<file path="src/hw/rtl/lcsf_pkg.sv">
package lcsf_pkg;

  localparam int OP_W    = 4;
  localparam int CH_W    = 6;
  localparam int CAUSE_W = 4;
  localparam int ACT_W   = 4;
  localparam int ST_W    = 3;

  localparam int CH_SPAN = 1 << CH_W;

  typedef enum logic [OP_W-1:0] {
    OP_EST_REQ   = 4'd0,
    OP_REL_REQ   = 4'd1,
    OP_OPEN_ACK  = 4'd2,
    OP_OPEN_REJ  = 4'd3,
    OP_CLOSE_ACK = 4'd4,
    OP_EST_RESP  = 4'd5,
    OP_EST_REJ   = 4'd6,
    OP_OPEN_RX   = 4'd7,
    OP_CLOSE_RX  = 4'd8,
    OP_OPEN_CONF = 4'd9
  } op_t;

  typedef enum logic [ACT_W-1:0] {
    ACT_REFUSED    = 4'd0,
    ACT_ACCEPTED   = 4'd1,
    ACT_SEND_OPEN  = 4'd2,
    ACT_SEND_CLOSE = 4'd3,
    ACT_OPEN_ACK   = 4'd4,
    ACT_OPEN_REJ   = 4'd5,
    ACT_CLOSE_ACK  = 4'd6,
    ACT_EST_IND    = 4'd7,
    ACT_EST_CONF   = 4'd8,
    ACT_REL_IND    = 4'd9,
    ACT_REL_CONF   = 4'd10,
    ACT_ERROR      = 4'd11
  } act_t;

  typedef enum logic [ST_W-1:0] {
    ST_ABSENT      = 3'd0,
    ST_RELEASED    = 3'd1,
    ST_AWAIT_EST   = 3'd2,
    ST_ESTABLISHED = 3'd3,
    ST_AWAIT_REL   = 3'd4
  } lc_state_t;

  typedef struct packed {
    logic capture;
    logic update;
    logic sel2;
  } lcsf_cmd_t;

  typedef struct packed {
    logic two;
  } lcsf_sts_t;

endpackage

</file>
<file path="src/hw/rtl/lcsf_ifs.sv">
interface lcsf_in_if import lcsf_pkg::*; ();
  logic               valid;
  logic               ready;
  logic [OP_W-1:0]    operation;
  logic [CH_W-1:0]    channel;
  logic               build_ok;
  logic [CAUSE_W-1:0] reject_cause;

  modport source(output valid, output operation, output channel, output build_ok,
                 output reject_cause, input ready);
  modport sink(input valid, input operation, input channel, input build_ok,
               input reject_cause, output ready);
endinterface

interface lcsf_out_if import lcsf_pkg::*; ();
  logic               valid;
  logic               ready;
  logic [ACT_W-1:0]   action;
  logic [CH_W-1:0]    channel_out;
  logic [CAUSE_W-1:0] cause_out;
  logic               last;

  modport source(output valid, output action, output channel_out, output cause_out,
                 output last, input ready);
  modport sink(input valid, input action, input channel_out, input cause_out,
               input last, output ready);
endinterface

</file>
<file path="src/hw/rtl/lcsf_ctrl.sv">
module lcsf_ctrl import lcsf_pkg::*; (
  input  logic      clk,
  input  logic      rst_n,
  input  logic      in_valid,
  output logic      in_ready,
  output logic      out_valid,
  input  logic      out_ready,
  input  lcsf_sts_t sts,
  output lcsf_cmd_t cmd
);

  typedef enum logic [3:0] {
    S_IDLE  = 4'b0001,
    S_CALC  = 4'b0010,
    S_SEND1 = 4'b0100,
    S_SEND2 = 4'b1000
  } ctrl_state_t;

  ctrl_state_t state_r, state_nxt;

  always_comb begin
    state_nxt   = state_r;
    in_ready    = 1'b0;
    out_valid   = 1'b0;
    cmd.update  = 1'b0;
    cmd.sel2    = 1'b0;
    unique case (state_r)
      S_IDLE: begin
        in_ready = 1'b1;
        if (in_valid) state_nxt = S_CALC;
      end
      S_CALC: begin
        cmd.update = 1'b1;
        state_nxt  = S_SEND1;
      end
      S_SEND1: begin
        out_valid = 1'b1;
        in_ready  = out_ready && !sts.two;
        if (out_ready) begin
          if (sts.two) state_nxt = S_SEND2;
          else state_nxt = in_valid ? S_CALC : S_IDLE;
        end
      end
      S_SEND2: begin
        out_valid = 1'b1;
        cmd.sel2  = 1'b1;
        in_ready  = out_ready;
        if (out_ready) state_nxt = in_valid ? S_CALC : S_IDLE;
      end
      default: state_nxt = S_IDLE;
    endcase
    cmd.capture = in_valid && in_ready;
  end

  always_ff @(posedge clk) begin
    if (!rst_n) state_r <= S_IDLE;
    else state_r <= state_nxt;
  end

endmodule

</file>
<file path="src/hw/rtl/lcsf_dp.sv">
module lcsf_dp import lcsf_pkg::*; #(
  parameter int CHANNELS = 64
) (
  input  logic               clk,
  input  logic               rst_n,
  input  lcsf_cmd_t          cmd,
  output lcsf_sts_t          sts,
  input  logic [OP_W-1:0]    in_operation,
  input  logic [CH_W-1:0]    in_channel,
  input  logic               in_build_ok,
  input  logic [CAUSE_W-1:0] in_reject_cause,
  output logic [ACT_W-1:0]   out_action,
  output logic [CH_W-1:0]    out_channel,
  output logic [CAUSE_W-1:0] out_cause,
  output logic               out_last
);

  localparam int DEPTH = (CHANNELS < CH_SPAN) ? CHANNELS : CH_SPAN;
  localparam int AW    = $clog2(DEPTH);

  logic [ST_W-1:0] out_tab [DEPTH];
  logic [ST_W-1:0] inc_tab [DEPTH];
  logic [DEPTH-1:0] out_vld_r;
  logic [DEPTH-1:0] inc_vld_r;

  logic [OP_W-1:0]    op_r;
  logic [CH_W-1:0]    ch_r;
  logic               build_r;
  logic [CAUSE_W-1:0] cause_r;
  logic               in_range_r;
  logic [ST_W-1:0]    o_rd_r, i_rd_r;
  logic               o_vld_rd_r, i_vld_rd_r;

  logic [ACT_W-1:0]   a1_r, a2_r;
  logic [CAUSE_W-1:0] cause_o_r;
  logic               two_r;

  logic [AW-1:0]   rd_idx, wr_idx;
  logic [ST_W-1:0] o_s, i_s, o_nxt, i_nxt, s_tmp;
  logic [ACT_W-1:0] a1, a2;
  logic             two;

  assign rd_idx = in_channel[AW-1:0];
  assign wr_idx = ch_r[AW-1:0];
  assign o_s    = o_vld_rd_r ? o_rd_r : ST_ABSENT;
  assign i_s    = i_vld_rd_r ? i_rd_r : ST_ABSENT;

  always_comb begin
    a1    = ACT_REFUSED;
    a2    = ACT_REFUSED;
    two   = 1'b0;
    o_nxt = o_s;
    i_nxt = i_s;
    s_tmp = ST_ABSENT;
    unique case (op_r)
      OP_EST_REQ: begin
        s_tmp = (o_s == ST_ABSENT) ? ST_RELEASED : o_s;
        o_nxt = s_tmp;
        if ((s_tmp == ST_RELEASED || s_tmp == ST_AWAIT_REL) && build_r) begin
          o_nxt = ST_AWAIT_EST;
          a1    = ACT_SEND_OPEN;
        end
      end
      OP_REL_REQ: begin
        if (o_s == ST_AWAIT_EST || o_s == ST_ESTABLISHED) begin
          o_nxt = ST_AWAIT_REL;
          a1    = ACT_SEND_CLOSE;
        end
      end
      OP_OPEN_ACK: begin
        if (o_s == ST_RELEASED) a1 = ACT_ERROR;
        else if (o_s == ST_AWAIT_EST) begin
          o_nxt = ST_ESTABLISHED;
          a1    = ACT_EST_CONF;
        end else if (o_s == ST_ESTABLISHED || o_s == ST_AWAIT_REL) a1 = ACT_ACCEPTED;
      end
      OP_OPEN_REJ, OP_CLOSE_ACK: begin
        if (o_s == ST_RELEASED) begin
          a1 = (op_r == OP_OPEN_REJ) ? ACT_ERROR : ACT_ACCEPTED;
        end else if (o_s == ST_AWAIT_EST) begin
          if (op_r == OP_OPEN_REJ) begin
            o_nxt = ST_RELEASED;
            a1    = ACT_REL_IND;
          end else a1 = ACT_ACCEPTED;
        end else if (o_s == ST_ESTABLISHED) begin
          o_nxt = ST_RELEASED;
          a1    = ACT_ERROR;
          a2    = ACT_REL_IND;
          two   = 1'b1;
        end else if (o_s == ST_AWAIT_REL) begin
          o_nxt = ST_RELEASED;
          a1    = ACT_REL_CONF;
        end
      end
      OP_EST_RESP: begin
        if (i_s == ST_AWAIT_EST) begin
          i_nxt = ST_ESTABLISHED;
          a1    = ACT_OPEN_ACK;
        end
      end
      OP_EST_REJ: begin
        if (i_s == ST_AWAIT_EST) begin
          i_nxt = ST_RELEASED;
          a1    = ACT_OPEN_REJ;
        end
      end
      OP_OPEN_RX: begin
        s_tmp = (i_s == ST_ABSENT) ? ST_RELEASED : i_s;
        i_nxt = s_tmp;
        if (s_tmp == ST_RELEASED) begin
          i_nxt = ST_AWAIT_EST;
          a1    = ACT_EST_IND;
        end else if (s_tmp == ST_AWAIT_EST || s_tmp == ST_ESTABLISHED) begin
          i_nxt = ST_AWAIT_EST;
          a1    = ACT_REL_IND;
          a2    = ACT_EST_IND;
          two   = 1'b1;
        end
      end
      OP_CLOSE_RX: begin
        if (i_s == ST_AWAIT_EST || i_s == ST_ESTABLISHED) begin
          i_nxt = ST_RELEASED;
          a1    = ACT_CLOSE_ACK;
          a2    = ACT_REL_IND;
          two   = 1'b1;
        end else if (i_s == ST_RELEASED) a1 = ACT_CLOSE_ACK;
      end
      default: ;
    endcase
    if (!in_range_r) begin
      a1  = ACT_REFUSED;
      a2  = ACT_REFUSED;
      two = 1'b0;
    end
  end

  always_ff @(posedge clk) begin
    if (cmd.capture) begin
      op_r       <= in_operation;
      ch_r       <= in_channel;
      build_r    <= in_build_ok;
      cause_r    <= in_reject_cause;
      in_range_r <= (32'(in_channel) < 32'(CHANNELS));
      o_rd_r     <= out_tab[rd_idx];
      i_rd_r     <= inc_tab[rd_idx];
      o_vld_rd_r <= out_vld_r[rd_idx];
      i_vld_rd_r <= inc_vld_r[rd_idx];
    end
    if (cmd.update) begin
      a1_r      <= a1;
      a2_r      <= a2;
      two_r     <= two;
      cause_o_r <= (a1 == ACT_OPEN_REJ) ? cause_r : '0;
      if (in_range_r) begin
        out_tab[wr_idx] <= o_nxt;
        inc_tab[wr_idx] <= i_nxt;
      end
    end
  end

  always_ff @(posedge clk) begin
    if (!rst_n) begin
      out_vld_r <= '0;
      inc_vld_r <= '0;
    end else if (cmd.update && in_range_r) begin
      out_vld_r[wr_idx] <= 1'b1;
      inc_vld_r[wr_idx] <= 1'b1;
    end
  end

  assign sts.two     = two_r;
  assign out_action  = cmd.sel2 ? a2_r : a1_r;
  assign out_channel = ch_r;
  assign out_cause   = cmd.sel2 ? '0 : cause_o_r;
  assign out_last    = cmd.sel2 || !two_r;

endmodule

</file>
<file path="src/hw/rtl/logical_channel_signalling_fsm.sv">
// Logical channel signalling state machines, one per channel and direction.
// in_ch carries one operation on one channel (operation, channel, build_ok,
// reject_cause); out_ch carries the resulting actions (action, channel_out,
// cause_out, last), one or two per operation, last set on the final one.
// Both are valid/ready channels; a transfer happens when both are high.
// An accepted operation reads both channel tables at the accept edge,
// writes them back in the calc state that follows and then shows its
// first result. The block takes no new operation while the table
// read-modify-write of one is under way or its results wait in the
// result register; the next operation is taken in the same cycle its
// predecessor's last result transfers. A stalled receiver holds the
// result steady and blocks new operations until it transfers.
// Reset clears every table entry to absent at once; the block takes an
// operation in the first cycle after reset.
module logical_channel_signalling_fsm import lcsf_pkg::*; #(
  parameter int CHANNELS = 64
) (
  input logic         clk,
  input logic         rst_n,
  lcsf_in_if.sink     in_ch,
  lcsf_out_if.source  out_ch
);

  lcsf_cmd_t cmd;
  lcsf_sts_t sts;

  lcsf_ctrl u_ctrl (
    .clk       (clk),
    .rst_n     (rst_n),
    .in_valid  (in_ch.valid),
    .in_ready  (in_ch.ready),
    .out_valid (out_ch.valid),
    .out_ready (out_ch.ready),
    .sts       (sts),
    .cmd       (cmd)
  );

  lcsf_dp #(.CHANNELS(CHANNELS)) u_dp (
    .clk             (clk),
    .rst_n           (rst_n),
    .cmd             (cmd),
    .sts             (sts),
    .in_operation    (in_ch.operation),
    .in_channel      (in_ch.channel),
    .in_build_ok     (in_ch.build_ok),
    .in_reject_cause (in_ch.reject_cause),
    .out_action      (out_ch.action),
    .out_channel     (out_ch.channel_out),
    .out_cause       (out_ch.cause_out),
    .out_last        (out_ch.last)
  );

endmodule

</file>
<file path="src/flat_wrapper.sv">
// flat-port wrapper written by rule: the top's interface ports become plain ports
module logical_channel_signalling_fsm_flat import lcsf_pkg::*;
#(
  parameter int CHANNELS = 64
)
  (clk, rst_n, in_ch_valid, in_ch_operation, in_ch_channel, in_ch_build_ok, in_ch_reject_cause, in_ch_ready, out_ch_valid, out_ch_action, out_ch_channel_out, out_ch_cause_out, out_ch_last, out_ch_ready);
  lcsf_in_if in_ch_i ();
  lcsf_out_if out_ch_i ();
  input logic clk;
  input logic rst_n;
  input wire logic [$bits(in_ch_i.valid)-1:0] in_ch_valid;
  input wire logic [$bits(in_ch_i.operation)-1:0] in_ch_operation;
  input wire logic [$bits(in_ch_i.channel)-1:0] in_ch_channel;
  input wire logic [$bits(in_ch_i.build_ok)-1:0] in_ch_build_ok;
  input wire logic [$bits(in_ch_i.reject_cause)-1:0] in_ch_reject_cause;
  output wire logic [$bits(in_ch_i.ready)-1:0] in_ch_ready;
  output wire logic [$bits(out_ch_i.valid)-1:0] out_ch_valid;
  output wire logic [$bits(out_ch_i.action)-1:0] out_ch_action;
  output wire logic [$bits(out_ch_i.channel_out)-1:0] out_ch_channel_out;
  output wire logic [$bits(out_ch_i.cause_out)-1:0] out_ch_cause_out;
  output wire logic [$bits(out_ch_i.last)-1:0] out_ch_last;
  input wire logic [$bits(out_ch_i.ready)-1:0] out_ch_ready;
  assign in_ch_i.valid = in_ch_valid;
  assign in_ch_i.operation = in_ch_operation;
  assign in_ch_i.channel = in_ch_channel;
  assign in_ch_i.build_ok = in_ch_build_ok;
  assign in_ch_i.reject_cause = in_ch_reject_cause;
  assign in_ch_ready = in_ch_i.ready;
  assign out_ch_valid = out_ch_i.valid;
  assign out_ch_action = out_ch_i.action;
  assign out_ch_channel_out = out_ch_i.channel_out;
  assign out_ch_cause_out = out_ch_i.cause_out;
  assign out_ch_last = out_ch_i.last;
  assign out_ch_i.ready = out_ch_ready;
  logical_channel_signalling_fsm #(.CHANNELS(CHANNELS)) u_core (.clk(clk), .rst_n(rst_n), .in_ch(in_ch_i), .out_ch(out_ch_i));
endmodule
</file>
<file path="config.mk">
export PLATFORM = sky130hd
export DESIGN_NAME = logical_channel_signalling_fsm_flat
export DESIGN_NICKNAME = d
export VERILOG_FILES = /design/src/hw/rtl/lcsf_pkg.sv /design/src/hw/rtl/lcsf_ifs.sv /design/src/hw/rtl/lcsf_ctrl.sv /design/src/hw/rtl/lcsf_dp.sv /design/src/hw/rtl/logical_channel_signalling_fsm.sv /design/src/flat_wrapper.sv
export SDC_FILE = /design/constraint.sdc
export NUM_CORES = 1
export LEC_CHECK = 0
export BUFFER_PORTS_ARGS = -buffer_cell sky130_fd_sc_hd__buf_2
export CAP_MARGIN = 20
export CORE_MARGIN = 2
export CORE_UTILIZATION = 60
export DETAILED_ROUTE_END_ITERATION = 8
export GPL_TIMING_DRIVEN = 0
export PLACE_DENSITY = 0.77
export REMOVE_ABC_BUFFERS = 1
export SLEW_MARGIN = 25
export SYNTH_ARGS = -nofsm -noshare
export SYNTH_HDL_FRONTEND = slang
export SYNTH_SLANG_ARGS = --single-unit
</file>
<file path="constraint.sdc">
create_clock -name clk -period 9.3 [get_ports clk]
set_clock_uncertainty 0.05 [all_clocks]
set_input_delay 0.93 -clock clk [delete_from_list [all_inputs] [get_ports clk]]
set_output_delay 0.93 -clock clk [all_outputs]
set_load 0.01 [all_outputs]
</file>
==> flow_summary.json, run 1 <==
{
  "syn-cell-area_um2": 21560,
  "antenna_cells": 0,
  "vdd_drop_max_uv": 212.7,
  "dr_wl_met3_mm": 3.817,
  "drtIter0Drc": 980,
  "fp.dieW_um": 193.6,
  "grt_pass1_vias": 11613,
  "critPathLaunchType": "flop",
  "cp-end-kind": "flop",
  "post_drt_wl_per_cell_um": 25.49,
  "dr.pass1.iters": 5,
  "critical_path_arrival_ns": 3.55,
  "clk_latency_ns": 0.60,
  "fmax_ghz": 0.2957,
  "crit_chain": "nor4b_4 > and2_1 > nand3_1 > nor2_1",
  "cp_max_fo": 14,
  "detail-route-antenna-nets": 0,
  "max_stage_delay_ns": 0.87,
  "cts_resized": 0,
  "antenna_found_initial": 1,
  "grt-ovfl-total": 0,
  "cts-hold-fix-buffers": 0,
  "yosys_most_used_dff": "edfxtp_1",
  "routabilityCongestion": 0.8394,
  "synth-xor-area-share_pct": 0.1219,
  "cts_setup_buffers": 0,
  "synth-edff-count": 418,
  "coreArea_um2": 35480,
  "rows": 69,
  "slowest_stage": "nor2_1",
  "synthArstFlopShare_pct": 0,
  "dp_hpwl_mm": 27.61,
  "start_util_pct": 60.76,
  "die_h_um": 193.6,
  "cts_inserted_buffers": 52,
  "synth_top_family_by_area": "multiplexers",
  "tns_ns": 0,
  "place_inst": 1674,
  "grt_pass1_wl_mm": 69.20,
  "cts_buffer_depth": 3,
  "synthTopCellsByArea": "edfxtp_1, mux4_2, dfxtp_1",
  "vias": 11505,
  "grt_usage_pct": 24.48,
  "final_nets": 1286,
  "clock_sinks": 550,
  "synth_warnings": 0,
  "dr_wl_met2_mm": 21.72,
  "synth-seq-area-share_pct": 70.48,
  "drc": 0,
  "timing.final.crit_share_pct": 36.36,
  "hold_viol_final": 0,
  "avgSynthCellArea_um2": 17.43,
  "setup_violations": 0,
  "finalWirelength_mm": 45.17,
  "yosysMostFrequentCell": "edfxtp_1",
  "cp_data_required_time_ns": 9.46,
  "rr_worst_depth": 4,
  "utilization_pct": 68.35,
  "top_layer": "met5",
  "grt_max_degree": 88,
  "cts_tree": "yes",
  "rsz0062_at_grt": "no",
  "synth_top_area_cell": "edfxtp_1",
  "worstMarginPinSlew_ns": 0.9623,
  "port_buffers": 35,
  "finalNonFillerCells": 1772,
  "synth.top_cell.area_share_pct": 58.22,
  "min_path_cells": 1,
  "syn_to_final_growth_pct": 12.49,
  "synth_simple_gate_area_share_pct": 4.115,
  "synth_common_cells": "edfxtp_1, dfxtp_1, o21a_1",
  "vias_per_cell": 6.493,
  "holdCritPathClass": "flop to flop",
  "layout-drive-gt1-share_pct": 21.74,
  "yosys-mux-area-fraction_pct": 15.03,
  "leakage_nw": 8.003,
  "yosys.area_share.adder_pct": 0,
  "maxCapViolCount": 0,
  "io_pins": 36,
  "wl_met1_mm": 18.25,
  "cts_max_level": 2,
  "power_density_nw_per_um2": 212.4,
  "layout_min_cycle_time_ns": 3.382,
  "synth-compound-area-share_pct": 8.398,
  "syn_inst": 1237,
  "cts_root_buffer": "clkbuf_16",
  "die_area_um2": 37460,
  "synth_seq_cells": 550,
  "path_clk_slew_ns": 0.06,
  "max-slew-margin-rel_pct": 35.85,
  "synth_cell_type_count": 54,
  "setup.worst_path.class": "flop to flop",
  "status": "finished, final reports clean",
  "finalMaxSlewViolations": 0
}
## cell type report
type,instances,area [um^2]
clock buffers,68,1529
clock inverters,30,259.0
fillers,2230,11230
inverters,9,33.78
multi-input cells,602,6030
flip-flops and latches,550,15190
well taps,461,576.8
repair buffers,52,628.1
## cell families (layout without fill, tap and decap cells)
| group | Yosys count | count (layout) |
|---|---|---|
| flops | 550 | 550 |
| xor+xnor | 3 | 3 |
| buf+inv | 85 | 159 |
| compound gates | 250 | 250 |
| mux | 171 | 171 |
| simple gates | 178 | 178 |
## critical path: cells and delay by family (launching register included)
family / cells / cell delay, ns
flops: 1 / 0.40
simple gates: 4 / 2.55
## final timing paths
path	from	slack (ns)	endpoint
max	u_core.u_ctrl.state_r[3]	5.92	u_core.u_dp.out_tab[23][1]
min	u_core.u_dp.inc_vld_r[23]	0.41	u_core.u_dp.inc_vld_r[23]
max reg2reg	u_core.u_ctrl.state_r[3]	5.92	u_core.u_dp.out_tab[23][1]
min reg2reg	u_core.u_dp.inc_vld_r[23]	0.41	u_core.u_dp.inc_vld_r[23]
## placed cells by master (no fill, tap or decap), types with 19 or more instances in the layout
cell,synthesis,routed
mux2i_1,39,39
o221ai_1,21,21
o21a_1,131,131
dfxtp_1,132,132
nand2_1,22,22
nor2b_1,19,19
nor2_1,81,80
edfxtp_1,418,418
buf_2,11,31
clkbuf_16,0,58
mux4_2,121,121
## where the power goes
| group | switching [mW] | total [mW] | internal, mW |
|---|---|---|---|
| registers | 0.0197 | 2.70 | 2.68 |
| logic | 0.174 | 0.287 | 0.114 |
| clock network | 0.895 | 2.17 | 1.27 |
| total | 1.09 | 5.15 | 4.06 |
## flip-flops by register name, summed over array words and instances (netlist names)
register / cells
u_core.u_ctrl.state_r: 4
u_core.u_dp.inc_tab: 192
u_core.u_dp.o_vld_rd_r: 1
u_core.u_dp.a2_r: 3
u_core.u_dp.a1_r: 4
u_core.u_dp.out_channel: 6
u_core.u_dp.i_vld_rd_r: 1
u_core.u_dp.o_rd_r: 3
u_core.u_dp.out_tab: 192
u_core.u_dp.build_r: 1
u_core.u_dp.cause_o_r: 4
u_core.u_dp.inc_vld_r: 64
u_core.u_dp.cause_r: 4
u_core.u_dp.op_r: 4
u_core.u_dp.i_rd_r: 3
u_core.u_dp.out_vld_r: 64
## routing by layer
metal	track usage (%)	up-vias
met2	38.68	513
met5	0	-
li1	-	5017
met1	34.53	5871
met4	8.171	2
met3	5.178	102
## stage by stage
| step | setup slack, ns | hold slack (ns) | cell area (um^2) | power, mW |
|---|---|---|---|---|
| final | 5.918 | 0.4104 | 24250 | 5.150 |
| after global routing | 5.795 | 0.4235 | 24250 | 5.285 |
| after CTS | 5.950 | 0.4141 | 24250 | 5.173 |
| after detailed placement | 5.361 | 0.3997 | 22460 | 3.035 |
| after global placement | 1.699 | 0.3906 | 21940 | 3.007 |
| after floorplan | 4.863 | 0.3854 | 21190 | 2.878 |
No activity file was read; power rests on OpenSTA's default activity.
==> inputs of run 2 (changes only) <==
--- a/config.mk
+++ b/config.mk
@@ -5,6 +5,7 @@
 export SDC_FILE = /design/constraint.sdc
 export NUM_CORES = 1
 export LEC_CHECK = 0
+export ABC_AREA = 1
 export BUFFER_PORTS_ARGS = -buffer_cell sky130_fd_sc_hd__buf_2
 export CAP_MARGIN = 20
 export CORE_MARGIN = 2
==> constraint.sdc (replaced) <==
create_clock -name clk -period 3.5 [get_ports clk]
set_clock_uncertainty 0.05 [all_clocks]
set_input_delay 0.35 -clock clk [delete_from_list [all_inputs] [get_ports clk]]
set_output_delay 0.35 -clock clk [all_outputs]
set_load 0.01 [all_outputs]
==> run 2 against run 1 <==
  * Maximum frequency up 32%
  * Combinational power rose to 4.2 times the previous value
  * Highest routed layer is now met4
  * Critical endpoint is now u_core.u_dp.inc_tab[62][0]
  * First-iteration DRC count is 110% higher
  * Critical path type unchanged
  * Register-to-register slack lost 5.0 ns
  * Area after synthesis rose by 6.1%
  * Sequential share of layout area down 2.7 points
  * Setup slack got worse by 5.0 ns
  * Non-clock buffer count up 14
==> flow_summary.json, run 2 <==
{
  "io_pins": 36,
  "holdPathEnd": "u_core.u_dp.out_channel[5]",
  "reg2reg_to": "u_core.u_dp.inc_tab[62][0]",
  "critPathLaunchType": "flop",
  "leakage_nw": 9.857,
  "final_cell_mix": "nand2_1, nand3_1, edfxtp_1",
  "rr_worst_depth": 9,
  "avgSynthCellArea_um2": 9.762,
  "r2r_slack_ns": 0.94,
  "cts_max_level": 2,
  "power_density_nw_per_um2": 553.0,
  "synth_cell_type_count": 31,
  "finalWirelength_mm": 52.84,
  "final_nets": 2359,
  "place_inst": 2785,
  "placed_cell_area_um2": 23550,
  "cp_data_required_time_ns": 3.89,
  "cp_max_fo": 18,
  "clk_latency_ns": 0.61,
  "die_h_um": 199.2,
  "grt-ovfl-total": 0,
  "detail-route-antenna-nets": 0,
  "path_clk_slew_ns": 0.06,
  "grt_usage_pct": 27.41,
  "fp.dieW_um": 199.2,
  "synthArstFlopShare_pct": 0,
  "fmax_ghz": 0.3899,
  "finalPower_mw": 14.01,
  "synth-edff-count": 418,
  "utilization_pct": 67.43,
  "timing.final.ws_setup_ns": 0.9351,
  "syn_to_final_growth_pct": 10.83,
  "die_area_um2": 39680,
  "cp-end-kind": "flop",
  "maxCapViolCount": 0,
  "setup_violations": 0,
  "largest_registers": "u_core.u_dp.inc_tab: 192 flops, u_core.u_dp.out_tab: 192 flops",
  "cts_setup_buffers": 0,
  "final_common_cell": "nand2_1",
  "cts_buffer_depth": 3,
  "finalMaxSlewViolations": 0,
  "rsz0062_at_grt": "no",
  "clock_sinks": 550,
  "routabilityCongestion": 0.8672,
  "layout_min_cycle_time_ns": 2.565,
  "synthTopCellsByArea": "edfxtp_1, nand2_1, dfxtp_1",
  "finalNonFillerCells": 2896,
  "grt_pass1_wl_mm": 83.38,
  "cts_inserted_buffers": 53,
  "yosys_most_used_dff": "edfxtp_1",
  "synth.top_cell.area_share_pct": 54.90,
  "vias": 16471,
  "synth-seq-area-share_pct": 66.46,
  "antenna_cells": 0,
  "drc": 0,
  "syn-cell-area_um2": 22860,
  "vias_per_cell": 5.688,
  "synth_seq_cells": 550,
  "synth_top_area_cell": "edfxtp_1",
  "synth_common_cells": "nand2_1, nand3_1, edfxtp_1",
  "port_buffers": 35,
  "timing.final.crit_share_pct": 73.28,
  "grt_max_degree": 112,
  "start_util_pct": 60.84,
  "dr.pass1.iters": 6,
  "coreArea_um2": 37580,
  "post_drt_wl_per_cell_um": 18.25,
  "yosysMostFrequentCell": "nand2_1",
  "design_area_um2": 25340,
  "max-slew-margin-rel_pct": 33.78,
  "hp-start": "in_ch_channel[5]",
  "worstReg2RegStart": "u_core.u_dp.op_r[0]",
  "cts_root_buffer": "clkbuf_16",
  "grt_pass1_vias": 15850,
  "dp_hpwl_mm": 31.27,
  "synth_warnings": 0,
  "cts_tree": "yes",
  "hold_viol_final": 0,
  "vdd_drop_max_uv": 438.1,
  "pre_cts_ws_ns": 0.4294,
  "holdCritPathClass": "input port to flop",
  "min_path_cells": 1,
  "hold_ws_ns": 0.06237,
  "status": "finished, final reports clean",
  "worstMarginPinSlew_ns": 0.9923,
  "setup.worst_path.class": "flop to flop",
  "drtIter0Drc": 2033,
  "antenna_found_initial": 0,
  "layout-drive-gt1-share_pct": 10.06,
  "tns_ns": 0,
  "rows": 71,
  "syn_inst": 2342,
  "critical_path_arrival_ns": 2.95
}
[run 2: power breakdown]
part           internal, mW  switching, mW  total (mW)
registers              7.26         0.0430        7.30
logic                 0.322          0.884        1.21
clock network          3.09           2.41        5.50
total                  10.7           3.34        14.0
[run 2: worst max-delay path by stage]
stage | start | endpoint | slack [ns] | depth (start not counted)
final | u_core.u_dp.op_r[0] | u_core.u_dp.inc_tab[62][0] | 0.94 | 9
after global routing | u_core.u_dp.op_r[0] | u_core.u_dp.inc_tab[53][0] | 0.78 | 9
after CTS | u_core.u_ctrl.state_r[1] | u_core.u_dp.out_channel[1] | 0.97 | 7
after detailed placement | in_ch_channel[0] | u_core.u_dp.i_vld_rd_r | 0.43 | 12
after global placement | in_ch_channel[0] | u_core.u_dp.o_vld_rd_r | -7.47 | 10
after floorplan | u_core.u_dp.op_r[2] | u_core.u_dp.out_tab[0][1] | -0.86 | 7
[run 2: layout make-up]
class	count	area, um^2
Fill cell	2690	12240
Inverter	119	471.7
Clock buffer	71	1421
Multi-Input combinational cell	1550	6628
Sequential cell	550	15190
Clock inverter	29	256.5
Tap cell	511	639.4
Timing Repair Buffer	66	728.2
[run 2: repair_timing]
item	in CTS	in global routing
hold endpoints to repair	11	0
hold buffers	11	0
gates resized for setup	0	0
[run 2: critical path, cell delays in order (launching register included)]
cell      delay, ns
edfxtp_1       0.51
nor2_1         0.22
inv_1          0.09
nor3_1         0.39
inv_1          0.08
nand2_1        0.09
nand2_1        0.07
a22oi_2        0.46
buf_8          0.23
buf_6          0.19
[run 2: cell families after synthesis]
family / Yosys count / synth area share [%]
AO/OA/AOI/OAI: 25 / 0.6622
buffers and inverters: 242 / 4.728
flip-flops: 550 / 66.46
AND/OR/NAND/NOR: 1525 / 28.15
[run 2: routing by layer]
metal	track usage [%]	wire [um]
met1	37.14	21020
met2	44.44	25560
met3	4.996	4668
met4	10.42	1595
met5	0	0
==> inputs of run 3 (changes only) <==
==> constraint.sdc (replaced) <==
create_clock -name clk -period 2.4 [get_ports clk]
set_clock_uncertainty 0.05 [all_clocks]
set_input_delay 0.24 -clock clk [delete_from_list [all_inputs] [get_ports clk]]
set_output_delay 0.24 -clock clk [all_outputs]
set_load 0.01 [all_outputs]
==> run 3 against run 2 <==
  * Via count increased by 0.64%
  * Critical path depth unchanged
  * Highest routed layer unchanged
  * Maximum frequency increased by 7.3%
==> flow_summary.json, run 3 (synthesis gave the netlist of run 2 again) <==
{
  "finalWirelength_mm": 53.02,
  "port_buffers": 35,
  "cp_max_fo": 12,
  "die_h_um": 199.2,
  "worstMarginPinSlew_ns": 0.8229,
  "path_clk_slew_ns": 0.06,
  "final_nets": 2365,
  "placed_cell_area_um2": 23550,
  "cts_inserted_buffers": 53,
  "grt_pass1_vias": 15923,
  "antenna_found_initial": 0,
  "detail-route-antenna-nets": 0,
  "cts_tree": "yes",
  "timing.final.crit_share_pct": 99.57,
  "rsz0062_at_grt": "yes",
  "layout_min_cycle_time_ns": 2.390,
  "coreArea_um2": 37580,
  "leakage_nw": 9.885,
  "status": "finished, final reports clean",
  "grt_pass1_wl_mm": 83.72,
  "tns_ns": 0,
  "slowest_stage": "nor2_2",
  "grt_max_degree": 112,
  "vdd_drop_max_uv": 642.2,
  "antenna_cells": 0,
  "die_area_um2": 39680,
  "crit_family": "simple AND/OR/NAND/NOR gates",
  "vias_per_cell": 5.712,
  "rows": 71,
  "crit_path_frequent_cell": "inv_2",
  "crit_chain": "inv_2 > nand2_2 > inv_2 > nand3_4 > inv_2 > nand2_2 > nor2_2 > nand2_1 > inv_2",
  "critPathLaunchType": "flop",
  "drtIter0Drc": 2020,
  "fmax_ghz": 0.4185,
  "post_drt_wl_per_cell_um": 18.27,
  "setup_violations": 0,
  "cp-end-kind": "flop",
  "layout-drive-gt1-share_pct": 10.37,
  "routabilityCongestion": 0.8672,
  "max_stage_delay_ns": 0.65,
  "dp_hpwl_mm": 31.27,
  "cts_buffer_depth": 3,
  "io_pins": 36,
  "setup.worst_path.class": "flop to flop",
  "cts_max_level": 2,
  "vias": 16576,
  "clk_latency_ns": 0.62,
  "cts_root_buffer": "clkbuf_16",
  "holdCritPathClass": "input port to flop",
  "cp_data_required_time_ns": 2.63,
  "dr.pass1.iters": 6,
  "hold_viol_final": 0,
  "final_common_cell": "nand2_1",
  "grt_usage_pct": 27.52,
  "crit_buf_inv": 4,
  "start_util_pct": 60.84,
  "clock_sinks": 550,
  "syn_to_final_growth_pct": 11.26,
  "design_area_um2": 25440,
  "drc": 0,
  "power_density_nw_per_um2": 804.6,
  "grt-ovfl-total": 0,
  "final_cell_mix": "nand2_1, nand3_1, edfxtp_1",
  "critical_path_arrival_ns": 2.62,
  "maxCapViolCount": 0,
  "largest_registers": "u_core.u_dp.inc_tab: 192 flops, u_core.u_dp.out_tab: 192 flops",
  "finalMaxSlewViolations": 0,
  "fp.dieW_um": 199.2,
  "r2r_slack_ns": 0.01,
  "max-slew-margin-rel_pct": 45.14
}
[run 3: cell types whose count changed in the layout (fill, tap and decap cells not counted), moves of 3 or more]
cell,previous run,this run
dlygate4sd3_1,11,14
nor3_2,8,11
nor3_1,5,2
buf_4,1,4
[run 3: layout make-up]
class	instances	area, um^2
fillers	2678	12140
flip-flops and latches	550	15190
well taps	511	639.4
clock buffers	71	1421
multi-input cells	1550	6659
inverters	119	480.5
repair buffers	72	785.8
clock inverters	29	256.5
[run 3: final timing paths]
kind / start / to / cells past startpoint
setup / recovery: u_core.u_ctrl.state_r[3] / u_core.u_dp.out_tab[1][2] / 9
hold / removal: in_ch_channel[2] / u_core.u_dp.out_channel[2] / 1
setup reg to reg: u_core.u_ctrl.state_r[3] / u_core.u_dp.out_tab[1][2] / 9
hold reg to reg: u_core.u_dp.inc_vld_r[62] / u_core.u_dp.inc_vld_r[62] / 2
[run 3: stage by stage]
| step | total power, mW | util [%] | hold WS (ns) | setup slack [ns] | cells |
|---|---|---|---|---|---|
| final | 20.47 | 67.69 | 0.05254 | 0.01040 | 2902 |
| after global routing | 21.08 | 67.69 | 0.02829 | -0.07851 | 2902 |
| after CTS | 20.52 | 67.61 | 0.01426 | 0.02654 | 2902 |
| after detailed placement | 12.58 | 62.67 | 0.3709 | -0.5606 | 2785 |
| after global placement | 12.46 | 61.32 | 0.3736 | -8.458 | 2765 |
| after floorplan | 11.76 | - | 0.2741 | -1.961 | 2219 |
[run 3: metal layers]
layer / vias up / track usage (%) / wire, um
li1: 7803 / - / -
met1: 7841 / 37.04 / 20840
met2: 800 / 44.86 / 25760
met3: 132 / 5.080 / 4827
met4: 0 / 10.42 / 1596
met5: - / 0 / 0
[run 3: power breakdown]
group	internal (mW)	switching, mW
registers	10.6	0.0653
clock network	4.51	3.51
logic	0.495	1.31
total	15.6	4.88
[run 3: repair_timing]
| item | CTS | global route |
|---|---|---|
| resized for setup | 3 | 8 |
| endpoints found under the setup margin | 117 | 291 |
| pin swaps | 1 | 0 |
| buffers inserted | 3 | 0 |
| hold endpoints to repair | 13 | 0 |
| hold buffers | 14 | 0 |
